File: src/hw/rtl/bqwd_pkg.sv
// Shared constants, types and register indexes of the biquad wet/dry core.
// No dependencies; used by the core, bqwd_serial_mul and bqwd_acc_round.
package bqwd_pkg;

  // Fixed widths
  localparam int COEF_W     = 32;
  localparam int ACC_W      = 64;
  localparam int CFG_IDX_W  = 3;

  // Defaults for the top-level parameters
  localparam int SAMPLE_BITS_DEF    = 24;
  localparam int COEF_FRAC_BITS_DEF = 26;

  // Configuration register indexes
  localparam logic [CFG_IDX_W-1:0] REG_A0  = 3'd0;
  localparam logic [CFG_IDX_W-1:0] REG_A1  = 3'd1;
  localparam logic [CFG_IDX_W-1:0] REG_A2  = 3'd2;
  localparam logic [CFG_IDX_W-1:0] REG_B1  = 3'd3;
  localparam logic [CFG_IDX_W-1:0] REG_B2  = 3'd4;
  localparam logic [CFG_IDX_W-1:0] REG_WET = 3'd5;
  localparam logic [CFG_IDX_W-1:0] REG_DRY = 3'd6;

  // Accumulator control from the sequencer
  typedef struct packed {
    logic clr;  // clear the accumulator
    logic add;  // add the finished product
    logic sub;  // negate the product before adding
  } acc_ctrl_t;

endpackage

File: src/hw/rtl/biquad_filter_wet_dry_core.sv
// Biquad IIR filter (direct form 1) with wet/dry mix; top level and sequencer.
// Depends on bqwd_pkg, bqwd_serial_mul and bqwd_acc_round.
//
// Usage:
//   Input stream s_axis_*: one signed sample per beat in tdata[SAMPLE_BITS-1:0].
//   Output stream m_axis_*: one filtered, rounded and saturated sample per beat.
//   Coefficients (Q6.26 by default) are written through cfg_we_i/cfg_idx_i/
//   cfg_data_i while the block is idle; indexes beyond the list are ignored.
//   Each sample needs seven products on one bit-serial multiplier, with a
//   rounding step after the five biquad products and another after the wet
//   and dry products. A new sample is accepted only when the sequencer is
//   idle again, that is once the previous result is in the output register.
//   The output register holds a finished sample until it is taken; the next
//   sample is accepted and worked on meanwhile, and only its final write
//   waits for the output register to free up.
//   Reset clears the history to zero and loads passthrough coefficients
//   (a0 = 1.0, wet = 1.0, all others zero).
module biquad_filter_wet_dry_core #(
  parameter int  SAMPLE_BITS    = bqwd_pkg::SAMPLE_BITS_DEF,
  parameter int  COEF_FRAC_BITS = bqwd_pkg::COEF_FRAC_BITS_DEF,
  localparam int TDATA_W        = ((SAMPLE_BITS + 7) / 8) * 8
) (
  input  logic                              clk_i,
  input  logic                              rst_ni,
  // input stream; tdata: sample_in
  input  logic                              s_axis_tvalid_i,
  output logic                              s_axis_tready_o,
  input  logic [TDATA_W-1:0]                s_axis_tdata_i,
  // output stream; tdata: sample_out
  output logic                              m_axis_tvalid_o,
  input  logic                              m_axis_tready_i,
  output logic [TDATA_W-1:0]                m_axis_tdata_o,
  // configuration writes
  input  logic                              cfg_we_i,
  input  logic [bqwd_pkg::CFG_IDX_W-1:0]    cfg_idx_i,
  input  logic [bqwd_pkg::COEF_W-1:0]       cfg_data_i
);
  import bqwd_pkg::*;

  localparam logic signed [COEF_W-1:0] UNITY = COEF_W'(1) << COEF_FRAC_BITS;

  // Sequencer states
  localparam logic [2:0] ST_IDLE  = 3'd0;
  localparam logic [2:0] ST_START = 3'd1;
  localparam logic [2:0] ST_WAIT  = 3'd2;
  localparam logic [2:0] ST_RNDW  = 3'd3;
  localparam logic [2:0] ST_RNDY  = 3'd4;

  // Product steps
  localparam logic [2:0] STEP_A0  = 3'd0;
  localparam logic [2:0] STEP_A1  = 3'd1;
  localparam logic [2:0] STEP_A2  = 3'd2;
  localparam logic [2:0] STEP_B1  = 3'd3;
  localparam logic [2:0] STEP_B2  = 3'd4;
  localparam logic [2:0] STEP_DRY = 3'd5;
  localparam logic [2:0] STEP_WET = 3'd6;

  logic [2:0] state_q, state_d;
  logic [2:0] step_q, step_d;

  logic signed [COEF_W-1:0] a0_q, a1_q, a2_q, b1_q, b2_q, wet_q, dry_q;
  logic signed [SAMPLE_BITS-1:0] x_q, x1_q, x2_q, y1_q, y2_q;
  logic [SAMPLE_BITS-1:0] out_q;
  logic                   out_vld_q;

  logic                          in_acc, out_acc;
  logic signed [SAMPLE_BITS-1:0] op_smp;
  logic signed [COEF_W-1:0]      op_coef;
  logic                          op_sub;
  logic                          mul_start, mul_done;
  logic signed [ACC_W-1:0]       prod;
  logic signed [SAMPLE_BITS-1:0] res;
  acc_ctrl_t                     acc_ctrl;

  assign in_acc  = s_axis_tvalid_i && s_axis_tready_o;
  assign out_acc = m_axis_tvalid_o && m_axis_tready_i;

  // Operand selection per product step
  always_comb begin
    op_smp  = x_q;
    op_coef = a0_q;
    op_sub  = 1'b0;
    case (step_q)
      STEP_A0:  begin op_smp = x_q;  op_coef = a0_q;  end
      STEP_A1:  begin op_smp = x1_q; op_coef = a1_q;  end
      STEP_A2:  begin op_smp = x2_q; op_coef = a2_q;  end
      STEP_B1:  begin op_smp = y1_q; op_coef = b1_q;  op_sub = 1'b1; end
      STEP_B2:  begin op_smp = y2_q; op_coef = b2_q;  op_sub = 1'b1; end
      STEP_DRY: begin op_smp = x_q;  op_coef = dry_q; end
      STEP_WET: begin op_smp = y1_q; op_coef = wet_q; end
      default:  begin op_smp = x_q;  op_coef = a0_q;  end
    endcase
  end

  // Sequencer
  always_comb begin
    state_d = state_q;
    step_d  = step_q;
    case (state_q)
      ST_IDLE: begin
        if (s_axis_tvalid_i) begin
          state_d = ST_START;
          step_d  = STEP_A0;
        end
      end
      ST_START: state_d = ST_WAIT;
      ST_WAIT: begin
        if (mul_done) begin
          if (step_q == STEP_B2) begin
            state_d = ST_RNDW;
          end else if (step_q == STEP_WET) begin
            state_d = ST_RNDY;
          end else begin
            state_d = ST_START;
            step_d  = step_q + 3'd1;
          end
        end
      end
      ST_RNDW: begin
        state_d = ST_START;
        step_d  = STEP_DRY;
      end
      ST_RNDY: begin
        if (!out_vld_q || m_axis_tready_i) begin
          state_d = ST_IDLE;
        end
      end
      default: state_d = ST_IDLE;
    endcase
  end

  assign s_axis_tready_o = (state_q == ST_IDLE);
  assign mul_start       = (state_q == ST_START);

  always_comb begin
    acc_ctrl.clr = in_acc || (state_q == ST_RNDW);
    acc_ctrl.add = (state_q == ST_WAIT) && mul_done;
    acc_ctrl.sub = op_sub;
  end

  always_ff @(posedge clk_i or negedge rst_ni) begin
    if (!rst_ni) begin
      state_q <= ST_IDLE;
      step_q  <= STEP_A0;
    end else begin
      state_q <= state_d;
      step_q  <= step_d;
    end
  end

  // Configuration registers
  always_ff @(posedge clk_i or negedge rst_ni) begin
    if (!rst_ni) begin
      a0_q  <= UNITY;
      a1_q  <= '0;
      a2_q  <= '0;
      b1_q  <= '0;
      b2_q  <= '0;
      wet_q <= UNITY;
      dry_q <= '0;
    end else if (cfg_we_i) begin
      case (cfg_idx_i)
        REG_A0:  a0_q  <= cfg_data_i;
        REG_A1:  a1_q  <= cfg_data_i;
        REG_A2:  a2_q  <= cfg_data_i;
        REG_B1:  b1_q  <= cfg_data_i;
        REG_B2:  b2_q  <= cfg_data_i;
        REG_WET: wet_q <= cfg_data_i;
        REG_DRY: dry_q <= cfg_data_i;
        default: ;
      endcase
    end
  end

  // Filter history; shifts once the biquad output is known
  always_ff @(posedge clk_i or negedge rst_ni) begin
    if (!rst_ni) begin
      x1_q <= '0;
      x2_q <= '0;
      y1_q <= '0;
      y2_q <= '0;
    end else if (state_q == ST_RNDW) begin
      x2_q <= x1_q;
      x1_q <= x_q;
      y2_q <= y1_q;
      y1_q <= res;
    end
  end

  // Current sample
  always_ff @(posedge clk_i) begin
    if (in_acc) begin
      x_q <= s_axis_tdata_i[SAMPLE_BITS-1:0];
    end
  end

  // Output register
  always_ff @(posedge clk_i or negedge rst_ni) begin
    if (!rst_ni) begin
      out_vld_q <= 1'b0;
    end else if ((state_q == ST_RNDY) && (!out_vld_q || m_axis_tready_i)) begin
      out_vld_q <= 1'b1;
    end else if (out_acc) begin
      out_vld_q <= 1'b0;
    end
  end

  always_ff @(posedge clk_i) begin
    if ((state_q == ST_RNDY) && (!out_vld_q || m_axis_tready_i)) begin
      out_q <= res;
    end
  end

  assign m_axis_tvalid_o = out_vld_q;
  assign m_axis_tdata_o  = TDATA_W'(out_q);

  bqwd_serial_mul #(
    .SAMPLE_BITS (SAMPLE_BITS)
  ) u_mul (
    .clk_i    (clk_i),
    .rst_ni   (rst_ni),
    .start_i  (mul_start),
    .mcand_i  (op_coef),
    .mplier_i (op_smp),
    .done_o   (mul_done),
    .prod_o   (prod)
  );

  bqwd_acc_round #(
    .SAMPLE_BITS    (SAMPLE_BITS),
    .COEF_FRAC_BITS (COEF_FRAC_BITS)
  ) u_acc (
    .clk_i  (clk_i),
    .ctrl_i (acc_ctrl),
    .prod_i (prod),
    .res_o  (res)
  );

endmodule

File: src/hw/rtl/bqwd_serial_mul.sv
// Bit-serial signed multiplier: sample bits shifted in LSB first, one per cycle.
// Depends on bqwd_pkg for the coefficient and accumulator widths.
module bqwd_serial_mul #(
  parameter int SAMPLE_BITS = bqwd_pkg::SAMPLE_BITS_DEF
) (
  input  logic                                clk_i,
  input  logic                                rst_ni,
  input  logic                                start_i,
  input  logic signed [bqwd_pkg::COEF_W-1:0]  mcand_i,
  input  logic signed [SAMPLE_BITS-1:0]       mplier_i,
  output logic                                done_o,
  output logic signed [bqwd_pkg::ACC_W-1:0]   prod_o
);
  import bqwd_pkg::*;

  localparam int HI_W  = COEF_W + 1;
  localparam int CNT_W = $clog2(SAMPLE_BITS);
  localparam int PRD_W = HI_W + SAMPLE_BITS;

  logic signed [COEF_W-1:0]  mcand_q;
  logic signed [HI_W-1:0]    hi_q, hi_d;
  logic [SAMPLE_BITS-1:0]    lo_q, lo_d;
  logic [CNT_W-1:0]          cnt_q;
  logic                      busy_q, done_q;
  logic                      last;
  logic signed [HI_W-1:0]    addend, sum;
  logic signed [PRD_W-1:0]   prod;

  assign last = (cnt_q == CNT_W'(SAMPLE_BITS - 1));

  // One add per bit; the sign bit of the sample carries negative weight
  always_comb begin
    addend = '0;
    if (lo_q[0]) begin
      addend = last ? -HI_W'(mcand_q) : HI_W'(mcand_q);
    end
    sum  = hi_q + addend;
    hi_d = {sum[HI_W-1], sum[HI_W-1:1]};
    lo_d = {sum[0], lo_q[SAMPLE_BITS-1:1]};
  end

  // Control: bit counter and completion pulse
  always_ff @(posedge clk_i or negedge rst_ni) begin
    if (!rst_ni) begin
      busy_q <= 1'b0;
      done_q <= 1'b0;
      cnt_q  <= '0;
    end else begin
      done_q <= 1'b0;
      if (start_i) begin
        busy_q <= 1'b1;
        cnt_q  <= '0;
      end else if (busy_q) begin
        cnt_q <= cnt_q + 1'b1;
        if (last) begin
          busy_q <= 1'b0;
          done_q <= 1'b1;
        end
      end
    end
  end

  // Datapath: partial product high word and shifted multiplier/low word
  always_ff @(posedge clk_i) begin
    if (start_i) begin
      mcand_q <= mcand_i;
      hi_q    <= '0;
      lo_q    <= mplier_i;
    end else if (busy_q) begin
      hi_q <= hi_d;
      lo_q <= lo_d;
    end
  end

  assign prod   = {hi_q, lo_q};
  assign prod_o = ACC_W'(prod);
  assign done_o = done_q;

endmodule

File: src/hw/rtl/bqwd_acc_round.sv
// Saturating 64-bit accumulator with round-half-up and saturation to sample width.
// Depends on bqwd_pkg for acc_ctrl_t and the accumulator width.
module bqwd_acc_round #(
  parameter int SAMPLE_BITS    = bqwd_pkg::SAMPLE_BITS_DEF,
  parameter int COEF_FRAC_BITS = bqwd_pkg::COEF_FRAC_BITS_DEF
) (
  input  logic                               clk_i,
  input  bqwd_pkg::acc_ctrl_t                ctrl_i,
  input  logic signed [bqwd_pkg::ACC_W-1:0]  prod_i,
  output logic signed [SAMPLE_BITS-1:0]      res_o
);
  import bqwd_pkg::*;

  localparam logic signed [ACC_W-1:0] ACC_MAX = {1'b0, {(ACC_W-1){1'b1}}};
  localparam logic signed [ACC_W-1:0] ACC_MIN = {1'b1, {(ACC_W-1){1'b0}}};
  localparam logic signed [ACC_W-1:0] HALF    = ACC_W'(1) << (COEF_FRAC_BITS - 1);
  localparam logic signed [ACC_W-1:0] OUT_MAX = (ACC_W'(1) << (SAMPLE_BITS - 1)) - 1;
  localparam logic signed [ACC_W-1:0] OUT_MIN = -OUT_MAX - 1;

  function automatic logic signed [ACC_W-1:0] sat_add(
    input logic signed [ACC_W-1:0] a,
    input logic signed [ACC_W-1:0] b
  );
    logic signed [ACC_W-1:0] s;
    s = a + b;
    if ((a[ACC_W-1] == b[ACC_W-1]) && (s[ACC_W-1] != a[ACC_W-1])) begin
      s = a[ACC_W-1] ? ACC_MIN : ACC_MAX;
    end
    return s;
  endfunction

  logic signed [ACC_W-1:0] acc_q, acc_d;
  logic signed [ACC_W-1:0] term, rnd, shr;

  // Accumulate one product per request, saturating at the 64-bit limits
  always_comb begin
    term  = ctrl_i.sub ? -prod_i : prod_i;
    acc_d = acc_q;
    if (ctrl_i.clr) begin
      acc_d = '0;
    end else if (ctrl_i.add) begin
      acc_d = sat_add(acc_q, term);
    end
  end

  always_ff @(posedge clk_i) begin
    acc_q <= acc_d;
  end

  // Round half up, drop the fraction, clamp to the sample range
  always_comb begin
    rnd = sat_add(acc_q, HALF);
    shr = rnd >>> COEF_FRAC_BITS;
    if (shr > OUT_MAX) begin
      res_o = OUT_MAX[SAMPLE_BITS-1:0];
    end else if (shr < OUT_MIN) begin
      res_o = OUT_MIN[SAMPLE_BITS-1:0];
    end else begin
      res_o = shr[SAMPLE_BITS-1:0];
    end
  end

endmodule

File: config.mk
export PLATFORM = sky130hd
export DESIGN_NAME = biquad_filter_wet_dry_core
export DESIGN_NICKNAME = d
export VERILOG_FILES = /design/src/hw/rtl/bqwd_pkg.sv /design/src/hw/rtl/biquad_filter_wet_dry_core.sv /design/src/hw/rtl/bqwd_serial_mul.sv /design/src/hw/rtl/bqwd_acc_round.sv
export SDC_FILE = /design/constraint.sdc
export NUM_CORES = 1
export LEC_CHECK = 0
export BUFFER_PORTS_ARGS = -buffer_cell sky130_fd_sc_hd__buf_2
export CAP_MARGIN = 15
export CORE_ASPECT_RATIO = 1.75
export CORE_MARGIN = 1
export CORE_UTILIZATION = 42
export CTS_CLUSTER_SIZE = 12
export DETAILED_ROUTE_END_ITERATION = 8
export HOLD_SLACK_MARGIN = 0.03
export MAX_ROUTING_LAYER = met4
export PLACE_DENSITY = 0.69
export SETUP_SLACK_MARGIN = 0.5
export SLEW_MARGIN = 20
export SYNTH_ARGS = -nofsm -noshare
export SYNTH_HDL_FRONTEND = slang
export SYNTH_HIERARCHICAL = 1
export SYNTH_SLANG_ARGS = --single-unit
File: constraint.sdc
create_clock -name clk_i -period 7.8 [get_ports clk_i]
set_input_delay 1.17 -clock clk_i [delete_from_list [all_inputs] [get_ports clk_i]]
set_output_delay 1.17 -clock clk_i [all_outputs]
set_load 0.05 [all_outputs]
==> flow_metrics.tcl, run 1 <==
set metrics [dict create \
    cts.sinks 534 \
    finalCritPeriodShare 0.856 \
    ir_drop_v 0.000219 \
    gr-total-overflow 0 \
    synth_area_mm2 0.0306 \
    r2r_cells 20 \
    area_growth_pct 8.83 \
    critPathLaunch "u_mul/lo_q[13]$_DFFE_PP_" \
    finalSetupViolCount 0 \
    max_cap_violations 0 \
    cts_setup_buffers 0 \
    dp_hpwl_um 60100 \
    finalNonFillerCells 3909 \
    cts_resized 0 \
    synth_flop_cell "dfrtp_1" \
    fillers 6661 \
    die_y_um 359 \
    drc 16 \
    fmax_ghz 0.150 \
    ios 90 \
    leakage_nw 13.6 \
    endpoint "u_acc/acc_q[18]$_SDFFE_PP0P_" \
    grt_pass1_wl_um 132000 \
    htree_levels 2 \
    p_seq_frac 0.343 \
    die_x_um 206 \
    slew-limit-headroom 0.169 \
    place.detailed.instances 3820 \
    ant_nets 0 \
    wire_per_inst_um 21.6 \
    yosys.area.top_type "dfrtp_1" \
    crit_fanout 48 \
    coreArea_mm2 0.0721 \
    io_buffers 89 \
    violations "design-rule violations" \
    worst_setup_path_end_kind "register" \
    seq_area_frac_synth 0.437 \
    grt_max_degree 175 \
    reg2reg_slack_ns 1.12 \
    rsz0062_at_grt "false" \
    cts-buffers-inserted 52 \
    final_area_mm2 0.0334 \
    synth_mux_area_frac 0.139 \
    synthAdderAreaFrac 0.0442 \
    hold_viol_final 0 \
    final.setup.tns_ns 0 \
    wl_um 84400 \
    min_period_ns 6.68 \
    worst_hold_slack_ns 0.487 \
    synth-simple-area-share 0.125 \
    worstSetupPathDepth 20 \
    gr-usage-all-layers 0.234 \
    cp.arrival_ns 7.20 \
    vias_per_cell 6.00 \
    vias 23400 \
    swShare 0.406 \
    cts.path.max_buffers 3 \
    crit_family "simple AND/OR/NAND/NOR gates" \
    criticalPathCategory "reg -> reg" \
    grt_pass1_vias 23600 \
    std_cell_rows 130 \
    tightest_slew_ns 1.23 \
    power.density_mw_per_mm2 368 \
    synth_cell_type_count 93 \
    gp_congestion 0.993 \
    skew_ns 0.0269 \
    final_util 0.463 \
    seq_area_mm2 0.0134 \
    clk_pin_slew_worst_paths_ns 0.06 \
    synth-compound-area-share 0.166 \
    tritoncts "yes" \
    setup.worst_path.start_class "register" \
    power.internal_mw 7.28 \
    clock_latency_ns 0.61 \
    drive_gt1_frac 0.201 \
    synthArstFlopShare 0.625 \
    yosys_warnings 6 \
    synth_top_family_by_area "compound AO/OA/AOI/OAI gates" \
    power_frac_clock 0.193 \
    cts-hold-fix-buffers 0 \
    path_cells "or4_1, nor3_1, nand4_1, or3_1, nor3_1, nand2_1, or2_2, o21ai_0, xnor2_1, ha_1, a21o_1, a21o_1, a21oi_1, nand2_1, a211oi_1, a211oi_1, a221oi_4, buf_4, nand3b_1, a31oi_1" \
    outcome "finished with violations" \
    nNetsFinal 3121 \
    synthXorXnorAreaFrac 0.0548 \
    slew_violations 0 \
    die-area_mm2 0.0741 \
    synth_area_leaders "dfrtp_1 27%, mux2_2 13%, edfxtp_1 10%" \
    firstDrtPassIters 9 \
    path_buf_inv 1 \
    initial_utilization 0.425 \
    syn_avg_cell_area_um2 10.4 \
    final_common_cell "mux2_2" \
    worst_path_largest_cell_delay_ns 0.57 \
    r2r_start "u_mul/lo_q[13]$_DFFE_PP_" \
    yosys.area.top_type_share 0.271 \
    synthCells 2947 \
    place_area_mm2 0.0318 \
    synth_nets 3118 \
    antenna_found_initial 5 \
    hold_class "reg -> reg" \
    root_buffer "clkbuf_16" \
    p_comb_frac 0.464 \
    drt_iter0_drc 1779 \
    power_switching_mw 4.98 \
    yosys_register_bits 534 \
    r2r_end "u_acc/acc_q[18]$_SDFFE_PP0P_" \
    synth-edff-count 104 \
    required_ns 8.33 \
    cp_slowest_cell "or4_1" \
    multi_input_area_mm2 0.0163 \
    mostFrequentLayoutCells "357 x mux2_2, 332 x dfrtp_1, 283 x nand2_1, 155 x a21oi_1, 146 x o21ai_0" \
]
==> per-stage QoR <==
stage	total power, mW	setup WS [ns]
global placement	9.83	1.25
global route	13.0	0.553
finish	12.3	1.12
detailed placement	9.90	1.13
floorplan	8.46	2.00
CTS	12.3	1.11
==> power groups by stage <==
stage / Combinational [mW] / Sequential (mW) / Clock [mW]
4_1_cts: 5.68 / 4.20 / 2.42
3_3_place_gp: 5.61 / 4.22 / 0
5_1_grt: 6.21 / 4.30 / 2.51
6_report: 5.69 / 4.21 / 2.36
2_1_floorplan: 4.39 / 4.08 / 0
3_5_place_dp: 5.65 / 4.25 / 0
==> Yosys cell counts, types with 15 or more instances <==
library cell	instances
mux2_2	357
dfrtp_1	332
nand2_1	284
a21oi_1	155
o21ai_0	146
nor2_1	141
xnor2_1	133
clkbuf_1	115
ha_1	105
edfxtp_1	104
dfxtp_1	96
a31oi_1	68
a222oi_1	65
xor2_1	57
nand3_1	54
buf_2	49
a21o_1	47
and2_1	41
inv_1	40
nor3_1	37
o211ai_1	36
nand4_1	33
o31ai_1	27
a22o_1	26
a211oi_1	22
or3_1	22
and3_1	21
nand3b_1	18
nor2b_1	18
a21boi_0	16
a221oi_1	15
mux2i_1	15
o21a_1	15
==> sequential cells by signal, indices dropped and copies added (netlist names), 32 cells and up <==
signal         flops
wet_q             32
u_mul/hi_q        32
b1_q              32
u_acc/acc_q       64
a2_q              32
a0_q              32
b2_q              32
a1_q              32
u_mul/mcand_q     32
dry_q             32
==> how the worst min path moves through the flow <==
stage / startpoint / end / slack, ns / cells past startpoint
3_3_place_gp: a0_q[7]$_DFFE_PN0P_ / a0_q[7]$_DFFE_PN0P_ / 0.47 / 1
6_report: a0_q[7]$_DFFE_PN0P_ / a0_q[7]$_DFFE_PN0P_ / 0.49 / 1
3_5_place_dp: a0_q[7]$_DFFE_PN0P_ / a0_q[7]$_DFFE_PN0P_ / 0.47 / 1
4_1_cts: a0_q[7]$_DFFE_PN0P_ / a0_q[7]$_DFFE_PN0P_ / 0.49 / 1
5_1_grt: a0_q[6]$_DFFE_PN0P_ / a0_q[6]$_DFFE_PN0P_ / 0.50 / 1
2_1_floorplan: a0_q[6]$_DFFE_PN0P_ / a0_q[6]$_DFFE_PN0P_ / 0.46 / 1
==> layer usage <==
layer,routed length [um],vias up,track usage
li1,-,11000,-
met1,31900,11600,0.250
met2,44300,591,0.416
met3,3680,202,0.0307
met4,4630,0,0.121
met5,0,-,-
==> worst reg2reg max path, cell delays in order (launching register included) <==
cell and delay [ns]:
edfxtp_1 0.45, or4_1 0.57, nor3_1 0.50, nand4_1 0.46
or3_1 0.52, nor3_1 0.16, nand2_1 0.09, or2_2 0.40
o21ai_0 0.23, xnor2_1 0.09, ha_1 0.39, a21o_1 0.21
a21o_1 0.17, a21oi_1 0.31, nand2_1 0.10, a211oi_1 0.29
a211oi_1 0.20, a221oi_4 0.49, buf_4 0.54, nand3b_1 0.22
a31oi_1 0.21
==> layout make-up <==
cell class / instances / area share
Timing Repair Buffer: 132 / 0.0237
Multi-Input combinational cell: 2189 / 0.489
Sequential cell: 534 / 0.402
Tap cell: 924 / 0.0347
Clock inverter: 6 / 0.00206
Inverter: 41 / 0.00461
Antenna cell: 4 / 0.000300
Clock buffer: 79 / 0.0436
==> logic make-up (layout without fill, tap and decap cells) <==
kind of cell,Yosys count,after routing
compound gates,745,745
xor+xnor,191,191
fa+ha+maj,107,107
buf+inv,224,258
flops,534,534
mux,381,381
other cells,0,4
simple gates,765,765
(Power assumes the default switching activity.)
==> run 2: changes to the inputs <==
==> constraint.sdc (replaced) <==
create_clock -name clk_i -period 8.6 [get_ports clk_i]
set_input_delay 1.29 -clock clk_i [delete_from_list [all_inputs] [get_ports clk_i]]
set_output_delay 1.29 -clock clk_i [all_outputs]
set_load 0.05 [all_outputs]
==> flow_metrics.tcl, run 2 (synthesized netlist as in run 1, its figures left out) <==
set metrics [dict create \
    outcome "finished with violations" \
    violations "design-rule violations" \
    swShare 0.407 \
    mostFrequentLayoutCells "357 x mux2_2, 332 x dfrtp_1, 283 x nand2_1, 155 x a21oi_1, 146 x o21ai_0" \
    regMostFlops "u_acc/acc_q" \
    wire_per_inst_um 21.7 \
    grt_pass1_vias 23700 \
    vias 23500 \
    worst_setup_path_end_kind "register" \
    ios 90 \
    cts.path.max_buffers 3 \
    cts_resized 0 \
    std_cell_rows 130 \
    fillers 6669 \
    rsz0062_at_grt "false" \
    final_common_cell "mux2_2" \
    worst_hold_slack_ns 0.486 \
    die_x_um 206 \
    tightest_slew_ns 1.18 \
    grt_pass1_wl_um 133000 \
    gp_congestion 0.960 \
    setup.worst_path.start_class "register" \
    initial_utilization 0.425 \
    power.internal_mw 6.62 \
    cp.arrival_ns 7.30 \
    root_buffer "clkbuf_16" \
    place_area_mm2 0.0318 \
    p_comb_frac 0.461 \
    final.setup.tns_ns 0 \
    htree_levels 2 \
    required_ns 9.13 \
    nNetsFinal 3118 \
    cts-hold-fix-buffers 0 \
    power_frac_clock 0.195 \
    io_buffers 89 \
    seq_area_mm2 0.0134 \
    wl_um 84800 \
    p_seq_frac 0.344 \
    firstDrtPassIters 9 \
    coreArea_mm2 0.0721 \
    ir_drop_v 0.000221 \
    antenna_found_initial 3 \
    clock_latency_ns 0.64 \
    crit_fanout 57 \
    leakage_nw 13.6 \
    drt_iter0_drc 1713 \
    grt_max_degree 176 \
    p_total_mw 11.2 \
    max_cap_violations 0 \
    die_y_um 359 \
    criticalPathCategory "reg -> reg" \
    area_growth_pct 8.86 \
    final_util 0.463 \
    min_period_ns 6.77 \
    fmax_ghz 0.148 \
    power.density_mw_per_mm2 335 \
    slew-limit-headroom 0.208 \
    clk_pin_slew_worst_paths_ns 0.06 \
    wl_met2_um 45600 \
    tritoncts "yes" \
    finalCritPeriodShare 0.787 \
    drc 12 \
    final_area_mm2 0.0334 \
    wl_met1_um 31600 \
    routed-wl-met3_um 3790 \
    drive_gt1_frac 0.200 \
    hold_class "reg -> reg" \
    vias_per_cell 6.01 \
    cts.sinks 534 \
    die-area_mm2 0.0741 \
    gr-total-overflow 0 \
    slew_violations 0 \
    cts-buffers-inserted 52 \
    power_switching_mw 4.55 \
    hold_viol_final 0 \
    finalSetupViolCount 0 \
    dp_hpwl_um 60200 \
    largest_reg_flops 64 \
    multi_input_area_mm2 0.0163 \
    routed.top_layer "met4" \
    ant_nets 0 \
    skew_ns 0.0455 \
    cts_setup_buffers 0 \
    gr-usage-all-layers 0.235 \
]
run 2: worst max-delay path, cell delays in order (launching register included):
cell	delay [ns]
edfxtp_1	0.76
inv_1	0.17
ha_1	0.18
nand2b_1	0.11
nor4_1	0.45
nand4_1	0.39
or3_1	0.54
nor3_1	0.17
nand2_1	0.08
or2_2	0.37
o41ai_1	0.41
xnor2_1	0.13
ha_1	0.41
and2_1	0.20
and2_1	0.17
nor2b_1	0.22
o211ai_1	0.20
a21o_1	0.27
or4b_2	0.72
buf_4	0.36
a21boi_0	0.22
o22ai_1	0.16
run 2: layout make-up:
type / instances / area share
timing repair buffer: 129 / 0.0230
inverter: 41 / 0.00461
antenna: 3 / 0.000225
multi-input combinational: 2189 / 0.489
clock buffer: 80 / 0.0431
tap: 924 / 0.0347
clock inverter: 7 / 0.00375
sequential: 534 / 0.402
run 2: stage by stage:
stage / cells / worst slack [ns]
after floorplan: 2947 / 2.80
after global placement: 3817 / 1.97
after detailed placement: 3817 / 1.89
after CTS: 3904 / 1.86
after global routing: 3907 / 1.41
final: 3907 / 1.83
run 2: path summary, 6_finish.rpt:
kind | from | to | slack, ns | depth (start not counted)
min in group asynchronous | rst_ni | y2_q[4]$_DFFE_PN0N_ | 0.68 | 1
worst min register to register | b2_q[8]$_DFFE_PN0P_ | b2_q[8]$_DFFE_PN0P_ | 0.49 | 1
worst max-delay path | u_mul/lo_q[0]$_DFFE_PP_ | u_acc/acc_q[43]$_SDFFE_PP0P_ | 1.83 | 21
worst max register to register | u_mul/lo_q[0]$_DFFE_PP_ | u_acc/acc_q[43]$_SDFFE_PP0P_ | 1.83 | 21
max in group asynchronous | rst_ni | wet_q[23]$_DFFE_PN0P_ | 6.42 | 2
worst min-delay path | b2_q[8]$_DFFE_PN0P_ | b2_q[8]$_DFFE_PN0P_ | 0.49 | 1
run 2: per-layer routing:
metal / track usage / up-vias
met5: - / -
li1: - / 11000
met1: 0.252 / 11700
met2: 0.426 / 602
met4: 0.101 / 0
met3: 0.0281 / 177
run 2: power groups by stage:
stage,clock [mW],sequential [mW],combinational (mW)
2_1_floorplan,0,3.70,3.98
3_3_place_gp,0,3.85,5.07
3_5_place_dp,0,3.89,5.10
4_1_cts,2.23,3.84,5.12
5_1_grt,2.31,3.93,5.63
6_report,2.18,3.84,5.15
